$ cat src/rtl/cpd_pkg.sv
package cpd_pkg;

  localparam int MAX_FRAME_SAMPLES = 256;

  localparam logic [31:0] MAGIC_WORD    = 32'h4843_5542;
  localparam logic [7:0]  PROTO_VERSION = 8'h01;
  localparam logic [7:0]  CMD_PING      = 8'h01;
  localparam logic [7:0]  CMD_START     = 8'h03;
  localparam logic [7:0]  CMD_STOP      = 8'h05;

  localparam int WINDOW_BYTES = 12;
  localparam int FILL_W       = 4;
  localparam int LEN_W        = 7;
  localparam int SEQ_W        = 32;
  localparam int CNT_W        = 32;
  localparam int SAMPLE_W     = 9;
  localparam int PBYTES_W     = 10;

  localparam logic [LEN_W-1:0] MAX_PAYLOAD_RESET = 7'd64;

  // Stream packing
  localparam int IN_TDATA_W      = 24;
  localparam int OUT_TDATA_W     = 144;
  localparam int OUT_SEQ_LSB     = 0;
  localparam int OUT_ERR_LSB     = 32;
  localparam int OUT_UPTIME_LSB  = 35;
  localparam int OUT_FRAMES_LSB  = 67;
  localparam int OUT_SAMPLES_LSB = 99;
  localparam int OUT_BYTES_LSB   = 131;

  localparam int QUEUE_DEPTH = 4;
  localparam int QUEUE_PTR_W = $clog2(QUEUE_DEPTH);
  localparam int QUEUE_CNT_W = $clog2(QUEUE_DEPTH + 1);

  typedef enum logic [1:0] {
    ACT_BYTE  = 2'd0,
    ACT_AUDIO = 2'd1,
    ACT_TICK  = 2'd2
  } action_t;

  typedef enum logic [0:0] {
    CFG_MIC_READY       = 1'b0,
    CFG_MAX_PAYLOAD_LEN = 1'b1
  } cfg_index_t;

  typedef enum logic [2:0] {
    RK_PONG      = 3'd0,
    RK_START_ACK = 3'd1,
    RK_STOP_ACK  = 3'd2,
    RK_ERROR     = 3'd3,
    RK_AUDIO     = 3'd4
  } reply_kind_t;

  typedef enum logic [2:0] {
    ERR_MIC_NOT_READY     = 3'd0,
    ERR_ALREADY_STREAMING = 3'd1,
    ERR_START_PAYLOAD     = 3'd2,
    ERR_STOP_PAYLOAD      = 3'd3,
    ERR_UNSUPPORTED       = 3'd4,
    ERR_TOO_LARGE         = 3'd5
  } err_code_t;

  typedef enum logic [1:0] {
    EV_COMMAND   = 2'd0,
    EV_TOO_LARGE = 2'd1,
    EV_AUDIO     = 2'd2,
    EV_TICK      = 2'd3
  } event_kind_t;

  typedef struct packed {
    event_kind_t         kind;
    logic [7:0]          cmd_type;
    logic                has_payload;
    logic [SEQ_W-1:0]    seq_num;
    logic [SAMPLE_W-1:0] samples;
    logic                link_ok;
  } event_t;

  typedef struct packed {
    reply_kind_t         kind;
    logic [SEQ_W-1:0]    seq_num;
    err_code_t           err;
    logic [CNT_W-1:0]    uptime;
    logic [CNT_W-1:0]    frames;
    logic [CNT_W-1:0]    samples;
    logic [PBYTES_W-1:0] payload_bytes;
  } result_t;

endpackage

$ cat src/rtl/cpd_front.sv
module cpd_front (
  input  logic                          clk,
  input  logic                          rst,
  input  logic                          in_fire,
  input  logic [1:0]                    action,
  input  logic [7:0]                    rx_byte,
  input  logic [cpd_pkg::SAMPLE_W-1:0]  sample_count,
  input  logic                          link_ok,
  input  logic [cpd_pkg::LEN_W-1:0]     max_payload_len,
  output logic                          ev_push,
  output cpd_pkg::event_t               ev
);

  // Bytes 0..10 of the window; byte 11 is always the incoming one.
  logic [7:0]                  window [cpd_pkg::WINDOW_BYTES-1];
  logic [cpd_pkg::FILL_W-1:0]  fill, fill_next;
  logic                        skipping, skipping_next;
  logic [cpd_pkg::LEN_W-1:0]   payload_left, payload_left_next;
  logic [7:0]                  held_type, held_type_next;
  logic [cpd_pkg::SEQ_W-1:0]   held_seq, held_seq_next;

  logic                        win_full, header_ok, too_large;
  logic                        win_write, win_shift;
  logic [31:0]                 magic;
  logic [15:0]                 length;
  logic [cpd_pkg::SEQ_W-1:0]   seq_in;

  assign win_full  = (fill == cpd_pkg::FILL_W'(cpd_pkg::WINDOW_BYTES - 1));
  assign magic     = {window[3], window[2], window[1], window[0]};
  assign length    = {window[7], window[6]};
  assign seq_in    = {rx_byte, window[10], window[9], window[8]};
  assign header_ok = (magic == cpd_pkg::MAGIC_WORD) && (window[4] == cpd_pkg::PROTO_VERSION);
  assign too_large = length > {9'd0, max_payload_len};

  always_comb begin
    fill_next         = fill;
    skipping_next     = skipping;
    payload_left_next = payload_left;
    held_type_next    = held_type;
    held_seq_next     = held_seq;
    win_write         = 1'b0;
    win_shift         = 1'b0;
    ev_push           = 1'b0;
    ev                = '0;
    if (in_fire) begin
      unique case (action)
        cpd_pkg::ACT_BYTE: begin
          if (skipping) begin
            payload_left_next = payload_left - 1'b1;
            if (payload_left == cpd_pkg::LEN_W'(1)) begin
              skipping_next  = 1'b0;
              ev_push        = 1'b1;
              ev.kind        = cpd_pkg::EV_COMMAND;
              ev.cmd_type    = held_type;
              ev.has_payload = 1'b1;
              ev.seq_num     = held_seq;
            end
          end else if (!win_full) begin
            win_write = 1'b1;
            fill_next = fill + 1'b1;
          end else if (!header_ok) begin
            win_shift = 1'b1;
          end else if (too_large) begin
            win_shift  = 1'b1;
            ev_push    = 1'b1;
            ev.kind    = cpd_pkg::EV_TOO_LARGE;
            ev.seq_num = seq_in;
          end else begin
            held_type_next = window[5];
            held_seq_next  = seq_in;
            fill_next      = '0;
            if (length[cpd_pkg::LEN_W-1:0] == '0) begin
              ev_push        = 1'b1;
              ev.kind        = cpd_pkg::EV_COMMAND;
              ev.cmd_type    = window[5];
              ev.has_payload = 1'b0;
              ev.seq_num     = seq_in;
            end else begin
              skipping_next     = 1'b1;
              payload_left_next = length[cpd_pkg::LEN_W-1:0];
            end
          end
        end
        cpd_pkg::ACT_AUDIO: begin
          // Empty frames are dropped here; oversized ones are clamped.
          if (sample_count != '0) begin
            ev_push    = 1'b1;
            ev.kind    = cpd_pkg::EV_AUDIO;
            ev.link_ok = link_ok;
            if (32'(sample_count) > cpd_pkg::MAX_FRAME_SAMPLES) begin
              ev.samples = cpd_pkg::SAMPLE_W'(cpd_pkg::MAX_FRAME_SAMPLES);
            end else begin
              ev.samples = sample_count;
            end
          end
        end
        cpd_pkg::ACT_TICK: begin
          ev_push = 1'b1;
          ev.kind = cpd_pkg::EV_TICK;
        end
        default: begin
        end
      endcase
    end
  end

  always_ff @(posedge clk) begin
    if (rst) begin
      fill         <= '0;
      skipping     <= 1'b0;
      payload_left <= '0;
      held_type    <= '0;
      held_seq     <= '0;
    end else begin
      fill         <= fill_next;
      skipping     <= skipping_next;
      payload_left <= payload_left_next;
      held_type    <= held_type_next;
      held_seq     <= held_seq_next;
    end
  end

  always_ff @(posedge clk) begin
    if (win_shift) begin
      for (int i = 0; i < cpd_pkg::WINDOW_BYTES - 2; i++) begin
        window[i] <= window[i+1];
      end
      window[cpd_pkg::WINDOW_BYTES-2] <= rx_byte;
    end else if (win_write) begin
      window[fill] <= rx_byte;
    end
  end

endmodule

$ cat src/rtl/cpd_queue.sv
module cpd_queue (
  input  logic            clk,
  input  logic            rst,
  input  logic            push,
  input  cpd_pkg::event_t push_ev,
  output logic            full,
  input  logic            pop,
  output logic            not_empty,
  output cpd_pkg::event_t head_ev
);

  cpd_pkg::event_t                 slots [cpd_pkg::QUEUE_DEPTH];
  logic [cpd_pkg::QUEUE_PTR_W-1:0] wr_ptr, rd_ptr;
  logic [cpd_pkg::QUEUE_CNT_W-1:0] count;

  assign full      = (count == cpd_pkg::QUEUE_CNT_W'(cpd_pkg::QUEUE_DEPTH));
  assign not_empty = (count != '0);
  assign head_ev   = slots[rd_ptr];

  function automatic logic [cpd_pkg::QUEUE_PTR_W-1:0] ptr_inc(
    input logic [cpd_pkg::QUEUE_PTR_W-1:0] p
  );
    if (p == cpd_pkg::QUEUE_PTR_W'(cpd_pkg::QUEUE_DEPTH - 1)) begin
      return '0;
    end
    return p + 1'b1;
  endfunction

  always_ff @(posedge clk) begin
    if (rst) begin
      wr_ptr <= '0;
      rd_ptr <= '0;
      count  <= '0;
    end else begin
      if (push) begin
        wr_ptr <= ptr_inc(wr_ptr);
      end
      if (pop) begin
        rd_ptr <= ptr_inc(rd_ptr);
      end
      if (push && !pop) begin
        count <= count + 1'b1;
      end else if (pop && !push) begin
        count <= count - 1'b1;
      end
    end
  end

  always_ff @(posedge clk) begin
    if (push) begin
      slots[wr_ptr] <= push_ev;
    end
  end

endmodule

$ cat src/rtl/cpd_back.sv
module cpd_back (
  input  logic             clk,
  input  logic             rst,
  input  logic             ev_valid,
  input  cpd_pkg::event_t  ev,
  output logic             pop,
  input  logic             mic_ready,
  output logic             res_valid,
  input  logic             res_ready,
  output cpd_pkg::result_t res
);

  logic                      streaming, streaming_next;
  logic [cpd_pkg::CNT_W-1:0] audio_seq, audio_seq_next;
  logic [cpd_pkg::CNT_W-1:0] frames, frames_next;
  logic [cpd_pkg::CNT_W-1:0] samples, samples_next;
  logic [cpd_pkg::CNT_W-1:0] ticks, ticks_next;
  logic                      emit;
  cpd_pkg::result_t          res_next;

  assign pop = ev_valid && (!res_valid || res_ready);

  always_comb begin
    streaming_next = streaming;
    audio_seq_next = audio_seq;
    frames_next    = frames;
    samples_next   = samples;
    ticks_next     = ticks;
    emit           = 1'b0;
    res_next       = '0;
    res_next.seq_num = ev.seq_num;
    unique case (ev.kind)
      cpd_pkg::EV_COMMAND: begin
        emit = 1'b1;
        unique case (ev.cmd_type)
          cpd_pkg::CMD_PING: begin
            res_next.kind   = cpd_pkg::RK_PONG;
            res_next.uptime = ticks;
          end
          cpd_pkg::CMD_START: begin
            res_next.kind = cpd_pkg::RK_ERROR;
            if (ev.has_payload) begin
              res_next.err = cpd_pkg::ERR_START_PAYLOAD;
            end else if (!mic_ready) begin
              res_next.err = cpd_pkg::ERR_MIC_NOT_READY;
            end else if (streaming) begin
              res_next.err = cpd_pkg::ERR_ALREADY_STREAMING;
            end else begin
              res_next.kind  = cpd_pkg::RK_START_ACK;
              streaming_next = 1'b1;
              audio_seq_next = '0;
              frames_next    = '0;
              samples_next   = '0;
            end
          end
          cpd_pkg::CMD_STOP: begin
            if (ev.has_payload) begin
              res_next.kind = cpd_pkg::RK_ERROR;
              res_next.err  = cpd_pkg::ERR_STOP_PAYLOAD;
            end else begin
              res_next.kind    = cpd_pkg::RK_STOP_ACK;
              res_next.frames  = frames;
              res_next.samples = samples;
              streaming_next   = 1'b0;
            end
          end
          default: begin
            res_next.kind = cpd_pkg::RK_ERROR;
            res_next.err  = cpd_pkg::ERR_UNSUPPORTED;
          end
        endcase
      end
      cpd_pkg::EV_TOO_LARGE: begin
        emit          = 1'b1;
        res_next.kind = cpd_pkg::RK_ERROR;
        res_next.err  = cpd_pkg::ERR_TOO_LARGE;
      end
      cpd_pkg::EV_AUDIO: begin
        if (streaming) begin
          if (!ev.link_ok) begin
            streaming_next = 1'b0;
          end else begin
            emit                   = 1'b1;
            res_next.kind          = cpd_pkg::RK_AUDIO;
            res_next.seq_num       = audio_seq;
            res_next.payload_bytes = {ev.samples, 1'b0};
            audio_seq_next         = audio_seq + 1'b1;
            frames_next            = frames + 1'b1;
            samples_next           = samples + cpd_pkg::CNT_W'(ev.samples);
          end
        end
      end
      cpd_pkg::EV_TICK: begin
        ticks_next = ticks + 1'b1;
      end
      default: begin
      end
    endcase
  end

  always_ff @(posedge clk) begin
    if (rst) begin
      streaming <= 1'b0;
      audio_seq <= '0;
      frames    <= '0;
      samples   <= '0;
      ticks     <= '0;
      res_valid <= 1'b0;
    end else begin
      if (pop) begin
        streaming <= streaming_next;
        audio_seq <= audio_seq_next;
        frames    <= frames_next;
        samples   <= samples_next;
        ticks     <= ticks_next;
      end
      if (pop && emit) begin
        res_valid <= 1'b1;
      end else if (res_ready) begin
        res_valid <= 1'b0;
      end
    end
  end

  always_ff @(posedge clk) begin
    if (pop && emit) begin
      res <= res_next;
    end
  end

endmodule

$ cat src/rtl/command_packet_deframer.sv
// Channel   Direction  Transaction carries
// s_*       in         one event: received byte, captured audio frame or millisecond tick
// m_*       out        one reply: pong, start or stop acknowledge, error or audio header
// cfg_*     in         one register write: mic_ready or max_payload_len
//
// An input transaction can be taken in every cycle. The front end classifies it in
// the cycle it arrives and queues an event; the back end executes one event per cycle
// while m_* is not stalled; a reply passes the event queue and then the output register.
// The four-entry event queue drops s_tready only when it fills behind a stalled m_*.
// Reset is synchronous and clears fill level, flags, counters and the queue; the
// header bytes themselves are not cleared.
module command_packet_deframer (
  input  logic                              clk,
  input  logic                              rst,
  // Input stream.
  input  logic                              s_tvalid,
  output logic                              s_tready,
  // s_tdata: rx_byte [7:0], frame_sample_count [16:8], link_ok [17], zero fill
  input  logic [cpd_pkg::IN_TDATA_W-1:0]    s_tdata,
  // s_tuser: action [1:0]
  input  logic [1:0]                        s_tuser,
  // Reply stream.
  output logic                              m_tvalid,
  input  logic                              m_tready,
  // m_tdata: reply_sequence [31:0], error_code [34:32], uptime [66:35],
  // frames_total [98:67], samples_total [130:99], audio_payload_bytes [140:131],
  // zero fill
  output logic [cpd_pkg::OUT_TDATA_W-1:0]   m_tdata,
  // m_tuser: reply_kind [2:0]
  output logic [2:0]                        m_tuser,
  // Register writes.
  input  logic                              cfg_valid,
  output logic                              cfg_ready,
  input  logic [0:0]                        cfg_index,
  input  logic [cpd_pkg::LEN_W-1:0]         cfg_data
);

  // Configuration registers. Writes are to be made only while the block is idle
  // (not enforced by the block); writes are always accepted and take effect at once.
  logic                        mic_ready;
  logic [cpd_pkg::LEN_W-1:0]   max_payload_len;

  assign cfg_ready = 1'b1;

  always_ff @(posedge clk) begin
    if (rst) begin
      mic_ready       <= 1'b0;
      max_payload_len <= cpd_pkg::MAX_PAYLOAD_RESET;
    end else if (cfg_valid && cfg_ready) begin
      unique case (cfg_index)
        cpd_pkg::CFG_MIC_READY:       mic_ready       <= cfg_data[0];
        cpd_pkg::CFG_MAX_PAYLOAD_LEN: max_payload_len <= cfg_data;
        default: begin
        end
      endcase
    end
  end

  // The front end takes a transaction whenever the event queue has room, even
  // if the transaction ends up producing no event.
  logic             q_full, q_not_empty, q_pop, ev_push, in_fire;
  cpd_pkg::event_t  ev_in, ev_head;
  cpd_pkg::result_t res;

  assign s_tready = !q_full;
  assign in_fire  = s_tvalid && s_tready;

  cpd_front u_front (
    .clk             (clk),
    .rst             (rst),
    .in_fire         (in_fire),
    .action          (s_tuser),
    .rx_byte         (s_tdata[7:0]),
    .sample_count    (s_tdata[16:8]),
    .link_ok         (s_tdata[17]),
    .max_payload_len (max_payload_len),
    .ev_push         (ev_push),
    .ev              (ev_in)
  );

  cpd_queue u_queue (
    .clk       (clk),
    .rst       (rst),
    .push      (ev_push),
    .push_ev   (ev_in),
    .full      (q_full),
    .pop       (q_pop),
    .not_empty (q_not_empty),
    .head_ev   (ev_head)
  );

  // The back end holds the stream state and counters and owns the output
  // register; it pulls the next event whenever that register is free or
  // being emptied in the same cycle.
  cpd_back u_back (
    .clk       (clk),
    .rst       (rst),
    .ev_valid  (q_not_empty),
    .ev        (ev_head),
    .pop       (q_pop),
    .mic_ready (mic_ready),
    .res_valid (m_tvalid),
    .res_ready (m_tready),
    .res       (res)
  );

  assign m_tuser = res.kind;
  assign m_tdata = {
    3'd0,
    res.payload_bytes,
    res.samples,
    res.frames,
    res.uptime,
    res.err,
    res.seq_num
  };

endmodule

$ cat config.mk
export PLATFORM = sky130hd
export DESIGN_NAME = command_packet_deframer
export DESIGN_NICKNAME = d
export VERILOG_FILES = /design/src/rtl/cpd_pkg.sv /design/src/rtl/cpd_front.sv /design/src/rtl/cpd_queue.sv /design/src/rtl/cpd_back.sv /design/src/rtl/command_packet_deframer.sv
export SDC_FILE = /design/constraint.sdc
export NUM_CORES = 1
export LEC_CHECK = 0
export BUFFER_PORTS_ARGS = -buffer_cell sky130_fd_sc_hd__buf_2
export CORE_ASPECT_RATIO = 0.9
export CORE_MARGIN = 1
export CORE_UTILIZATION = 40
export DETAILED_ROUTE_END_ITERATION = 10
export GPL_TIMING_DRIVEN = 0
export PLACE_DENSITY = 0.54
export SETUP_SLACK_MARGIN = 0.1
export SYNTH_ARGS = -nofsm -noshare
export SYNTH_HDL_FRONTEND = slang
export SYNTH_SLANG_ARGS = --single-unit
$ cat constraint.sdc
create_clock -name clk -period 12.7 [get_ports clk]
set_input_delay 2.54 -clock clk [delete_from_list [all_inputs] [get_ports clk]]
set_output_delay 2.54 -clock clk [all_outputs]
set_load 0.01 [all_outputs]
---- Word level (Yosys, flattened, before mapping) ----
Memory sizes are Yosys's and may differ from the RTL's. A register that Yosys moved wholly into a read port is not among the register bits.
Cells that the tools add are included.
cells by class
  add/subtract/negate cells ............... 10
  order comparisons ....................... 2
  equality and inequality tests ........... 29
  multiplexer cells ....................... 110
  bitwise operators ....................... 5
  reductions and logical operators ........ 36
operator list
  cell                     count
  $mux W32                 12
  $pmux W32 S2             3
  $mux W43                 3
  $mux W41                 3
  $add A32 B1 Y32 const B  3
  $mux W35                 2
  $mux W53                 1
  $mux W1                  47
  $mux W7                  5
  $add A32 B9 Y32          1
  $eq A32 B31 Y1 const B   1
  $pmux W3 S3              3
  $mux W10                 2
  $mux W2                  10
  $mux W3                  6
  $mux W9                  2
  $reduce_and A6 Y1        3
  $eq A8 B1 Y1 const B     2
  $gt A16 B7 Y1            1
  $mux W4                  4
  $ne A2 B2 Y1 const B     6
  $ne A3 B3 Y1 const B     4
  $reduce_and A2 Y1        6
  $eq A2 B2 Y1 const B     5
  other kinds (33)         57
storage, ports and cells
  flip-flop bits (word level) ............. 341
  RAM bits ................................ 300
  output and inout port bits .............. 150
  word-level logic and storage cells ...... 218
  memories ................................ 2
memories
  name            depth  bits a word  rd ports  clocked after memory_dff  wr ports  line             source
  u_queue.slots   4      53           1         1                         1         cpd_queue.sv:12  cpd_pkg::event_t slots [cpd_pkg::QUEUE_DEPTH];
  u_front.window  11     8            11        0                         11        cpd_front.sv:15  logic [7:0] window [cpd_pkg::WINDOW_BYTES-1];

---- Depth between registers and ports, before layout ----
An unclocked memory read counts as a cell.
  word-level depth ........................ 13
  mapped depth ............................ 15

---- Modules after synthesis ----
A second synthesis with hierarchy kept.
unflattened totals
  cells, all modules ...................... 2317
  area, all modules ....................... 27831.7 um2
modules (own cells, without submodules)
  module                   instances  cells an instance  area each (um2)  sequential area each (um2)
  cpd_back                 1          1217               12319.3          6896.6
  cpd_queue                1          321                8152.8           6546.3
  cpd_front                1          735                6940.4           3683.5
  command_packet_deframer  1          44                 419.2            160.2

---- Worst setup path before layout ----
OpenSTA, ideal clock, no wires.
  path type ............................... input to register
  from .................................... input port m_tready
  to ...................................... register u_back.res[100] (netlist name)
  setup time .............................. 0.695 ns
  arrival ................................. 9.726 ns
  required time ........................... 12.005 ns
  setup slack ............................. 2.280 ns
  stages on the path ...................... 3
  buffers on the path ..................... 0
  cell sequence ........................... nand2b_1 -> nand2_1 -> a21oi_1
on the way
  word-level cells in the longest chain between the ends .. 3
ends and longest elaborated chain
  what                 line                           source
  start: declaration   command_packet_deframer.sv:24  input logic m_tready,
  $logic_or A1 B1 Y1   cpd_back.sv:21                 assign pop = ev_valid && (!res_valid || res_ready);
  $logic_and A1 B1 Y1  cpd_back.sv:21
  $logic_and A1 B1 Y1  cpd_back.sv:126                if (pop && emit) begin
No other way between the ends.
A chain may end at the register's enable or synchronous reset.

---- Worst setup path after layout ----
  from .................................... input port m_tready
  to ...................................... register u_back.frames[28] in the netlist's numbering
on the way
  word-level cells in the longest chain between the ends .. 3
ends and longest elaborated chain
  what                         line             source
  $logic_or A1 B1 Y1           cpd_back.sv:21
  $logic_and A1 B1 Y1          cpd_back.sv:21
  $reduce_and A8 Y1 (no line)  --
  end signal: assignment       cpd_back.sv:113  frames <= frames_next;
  end: declaration             cpd_back.sv:15   logic [cpd_pkg::CNT_W-1:0] frames, frames_next;
No other way between the ends.

==> summary.txt <==
Status: finished, final reports clean
Critical Path AT: 5.99 ns
Placer Congestion: 0.862
CTS Root Cell: clkbuf_16
# port buffers: 175
Drt total wl: 66,900 microns
Critical path class: input port to flop
Yosys cell types: 64
Proportion of layout cells with a drive suffix above 1: 14.6%
Mapped Cells: 2,234
Worst Max-Slew Pin Slew: 1.38 ns
Top cell type's share of synthesized area: 49.5%
Via Count: 18.2k
Global-route wire length before repair: 102,000 microns
PwrDens: 183 nW/um^2
Cell with the most instances after synthesis: edfxtp_1
Antenna-violating nets left: 0
Post-CTS resize count: 0
Period utilisation layout: 43.6%
Post-Syn Area: 26,900 sq um
Area leader, netlist: edfxtp_1
CTS tree: built
Initial Util: 40.7%
Longest Clk Path Bufs: 3
Fmax: 180 MHz
Synth warn: 0
Global-route usage over all layers: 19.6%
Initial antenna violation count: 0
Post-CTS Setup Bufs: 0
Core ar.: 66,000 sq um
Largest stage delay on the critical path: 0.57 ns
Setup tns final: 0 ns
Cts hold-fix bufs: 0
Seq cells post-synth: 642
N_diodes: 0
Async set or reset register ratio after synthesis: 0%
Type of origin of the critical path: input port
Vias per Instance: 5.34
Average routed wire per standard cell: 19.6 microns
Final hold violations: 0
TritonCTS Buffers: 70
Final Util: 47.8%
Main area contributors after synthesis: edfxtp_1 49%, dfxtp_1 15%, nand2_1 4.0%
Pleak: 11.2 nW
Clk slew on worst S/H paths: 0.06 ns
Clk sinks: 642
# setup viols final: 0
Crit-path cells: buf_2 > nor2b_1 > or3_4 > nor4_4 > nand2_1 > o21ai_0 > clkbuf_1 > clkbuf_1 > clkbuf_1 > a21oi_1
Vias in the first global route: 17.9k
Chip Width: 275 microns
CP Max Fanout: 10
Post-DP HPWL: 47,900 microns
CP dominant cell by count: clkbuf_1
RSZ-0062 raised after global routing: no
Pin count of the biggest net entering global routing: 34
EDFF count, synth: 443
Clock skew: 0.0258 ns
Psw: 1.57 mW
Critical Path Sink Type: flop
Worst endpoint required time: 13.15 ns
CTS H-tree depth: 3
Sequential cell area fraction in the yosys report: 64.3%
Cell row count: 89
Remaining DRCs: 0
Clk_lat worst skew: 0.61 ns
Share of total power in sequential cells: 45.5%
R2R cell count: 13
Slew Limit Fails: 0
I/O pins: 189
NumNets Final: 2,568
Pre-antenna DRT Iters: 7
Design Power: 5.77 mW
Synthesis-to-finish area growth: 17.5%
Pint: 4.20 mW
Die ar.: 68,300 sq um
Combinational share of power: 18.4%
Clock share of power: 36.1%
Max-cap viol count: 0
Final min period: 5.54 ns
Maximum VDD drop: 0.116 mV
Die Y-Extent: 248 microns
Hold depth: 2
Top FF cell, synth: edfxtp_1
Post-Syn Area per Cell: 12.0 sq um
Initial DRC Count: 1,444
Commonest cells in the netlist: 443 x edfxtp_1, 286 x nand2_1, 199 x dfxtp_1, 187 x nor2_1, 174 x a21oi_1
Min-delay worst type: flop to flop
Slowest-stage cell, CP: clkbuf_1
Max-slew headroom: 5.23%
Overflow after GRT: 0
Net Sw Frac: 27.2%
-- per-stage QoR --
stage | instance area (sq um) | hold slack [ns] | std cells | worst slack [ns]
finish | 31600 | 0.453 | 3419 | 7.16
CTS | 31600 | 0.457 | 3418 | 7.07
global route | 31600 | 0.472 | 3419 | 6.91
global placement | 28900 | 0.440 | 3276 | -1.23
floorplan | 26900 | 0.436 | 2237 | 2.28
detailed placement | 29200 | 0.449 | 3290 | 6.43
-- final timing paths --
| check | end | from | slack, ns |
|---|---|---|---|
| max | u_back.frames[28]$_SDFFE_PP0P_ | m_tready | 7.16 |
| min | u_front.held_seq[17]$_SDFFE_PP0P_ | u_front.held_seq[17]$_SDFFE_PP0P_ | 0.45 |
| max reg2reg | u_back.samples[27]$_SDFFE_PP0P_ | flop | 7.90 |
| min reg2reg | u_front.held_seq[17]$_SDFFE_PP0P_ | u_front.held_seq[17]$_SDFFE_PP0P_ | 0.45 |
-- power groups by stage --
stage | logic [mW] | registers, mW | clock network (mW)
2_1_floorplan | 0.487 | 2.83 | 0
3_3_place_gp | 1.00 | 2.77 | 0
3_5_place_dp | 1.08 | 2.67 | 0
4_1_cts | 1.09 | 2.63 | 2.13
5_1_grt | 1.16 | 2.65 | 2.22
6_report | 1.06 | 2.62 | 2.08
-- flip-flops by register name (all words and copies together) (netlist names), 8 cells and up, named ones only --
register	flops
u_back.samples	32
u_back.frames	32
u_back.ticks	32
u_queue.slots	212
u_back.res	143
u_front.held_type	8
u_front.held_seq	32
u_back.audio_seq	32
u_front.window	88
-- worst max-delay path, delay by kind of cell --
kind / cells / cell delay, ns
buf+inv: 4 / 1.75
compound gates: 2 / 0.60
simple gates: 4 / 1.10
-- per-layer routing --
| layer | global-route usage (%) | wire (microns) | vias to the layer above |
|---|---|---|---|
| met3 | 3.77 | 3480 | 110 |
| met5 | 0 | 0 | - |
| met4 | 6.52 | 1720 | 0 |
| met1 | 25.3 | 29300 | 8957 |
| met2 | 32.9 | 32400 | 472 |
| li1 | - | - | 8707 |
-- kinds of logic after synthesis --
family | count (synthesis) | synth area share [%]
other | 2 | 0.0279
AOI/OAI and AO/OA | 344 | 7.75
xor gates and xnor gates | 77 | 2.51
adders and majority gates | 30 | 1.45
DFF | 642 | 64.3
muxes | 73 | 4.95
buffers and inverters | 175 | 2.57
and+or+nand+nor | 891 | 16.4
-- area by class of cell --
cell class | count | area [sq um]
buffer | 125 | 504
clock buffer | 91 | 1970
clock inverter | 37 | 395
fill | 5884 | 34500
inverter | 50 | 188
multi-input combinational | 1420 | 8970
sequential | 642 | 17300
tap | 864 | 1080
timing repair buffer | 190 | 1190
-- cells in the final DEF (no fill, tap or decap), types with 9 or more instances in the layout --
cell type | Yosys | layout
nor2_1 | 187 | 187
o21ai_0 | 50 | 50
o211ai_1 | 9 | 9
buf_1 | 15 | 15
clkbuf_16 | 0 | 74
ha_1 | 28 | 28
a211oi_1 | 9 | 9
buf_2 | 1 | 176
a22oi_1 | 9 | 9
a22o_1 | 41 | 41
edfxtp_1 | 443 | 443
nand2_1 | 286 | 286
clkbuf_1 | 102 | 114
a21oi_1 | 174 | 173
or3_1 | 28 | 28
nand3_1 | 62 | 62
buf_12 | 0 | 10
clkinv_1 | 1 | 15
xnor2_1 | 43 | 43
nor4b_1 | 11 | 11
o31ai_1 | 21 | 21
and2_1 | 102 | 102
or4_1 | 33 | 33
nor4_1 | 35 | 35
dfxtp_1 | 199 | 199
mux2_2 | 10 | 10
mux2i_1 | 16 | 15
and3_1 | 36 | 36
mux4_2 | 47 | 47
xor2_1 | 34 | 34
nand4_1 | 29 | 29
and4_1 | 9 | 9
inv_1 | 49 | 49
nor3_1 | 31 | 31
No activity file was read; power rests on OpenSTA's default activity.
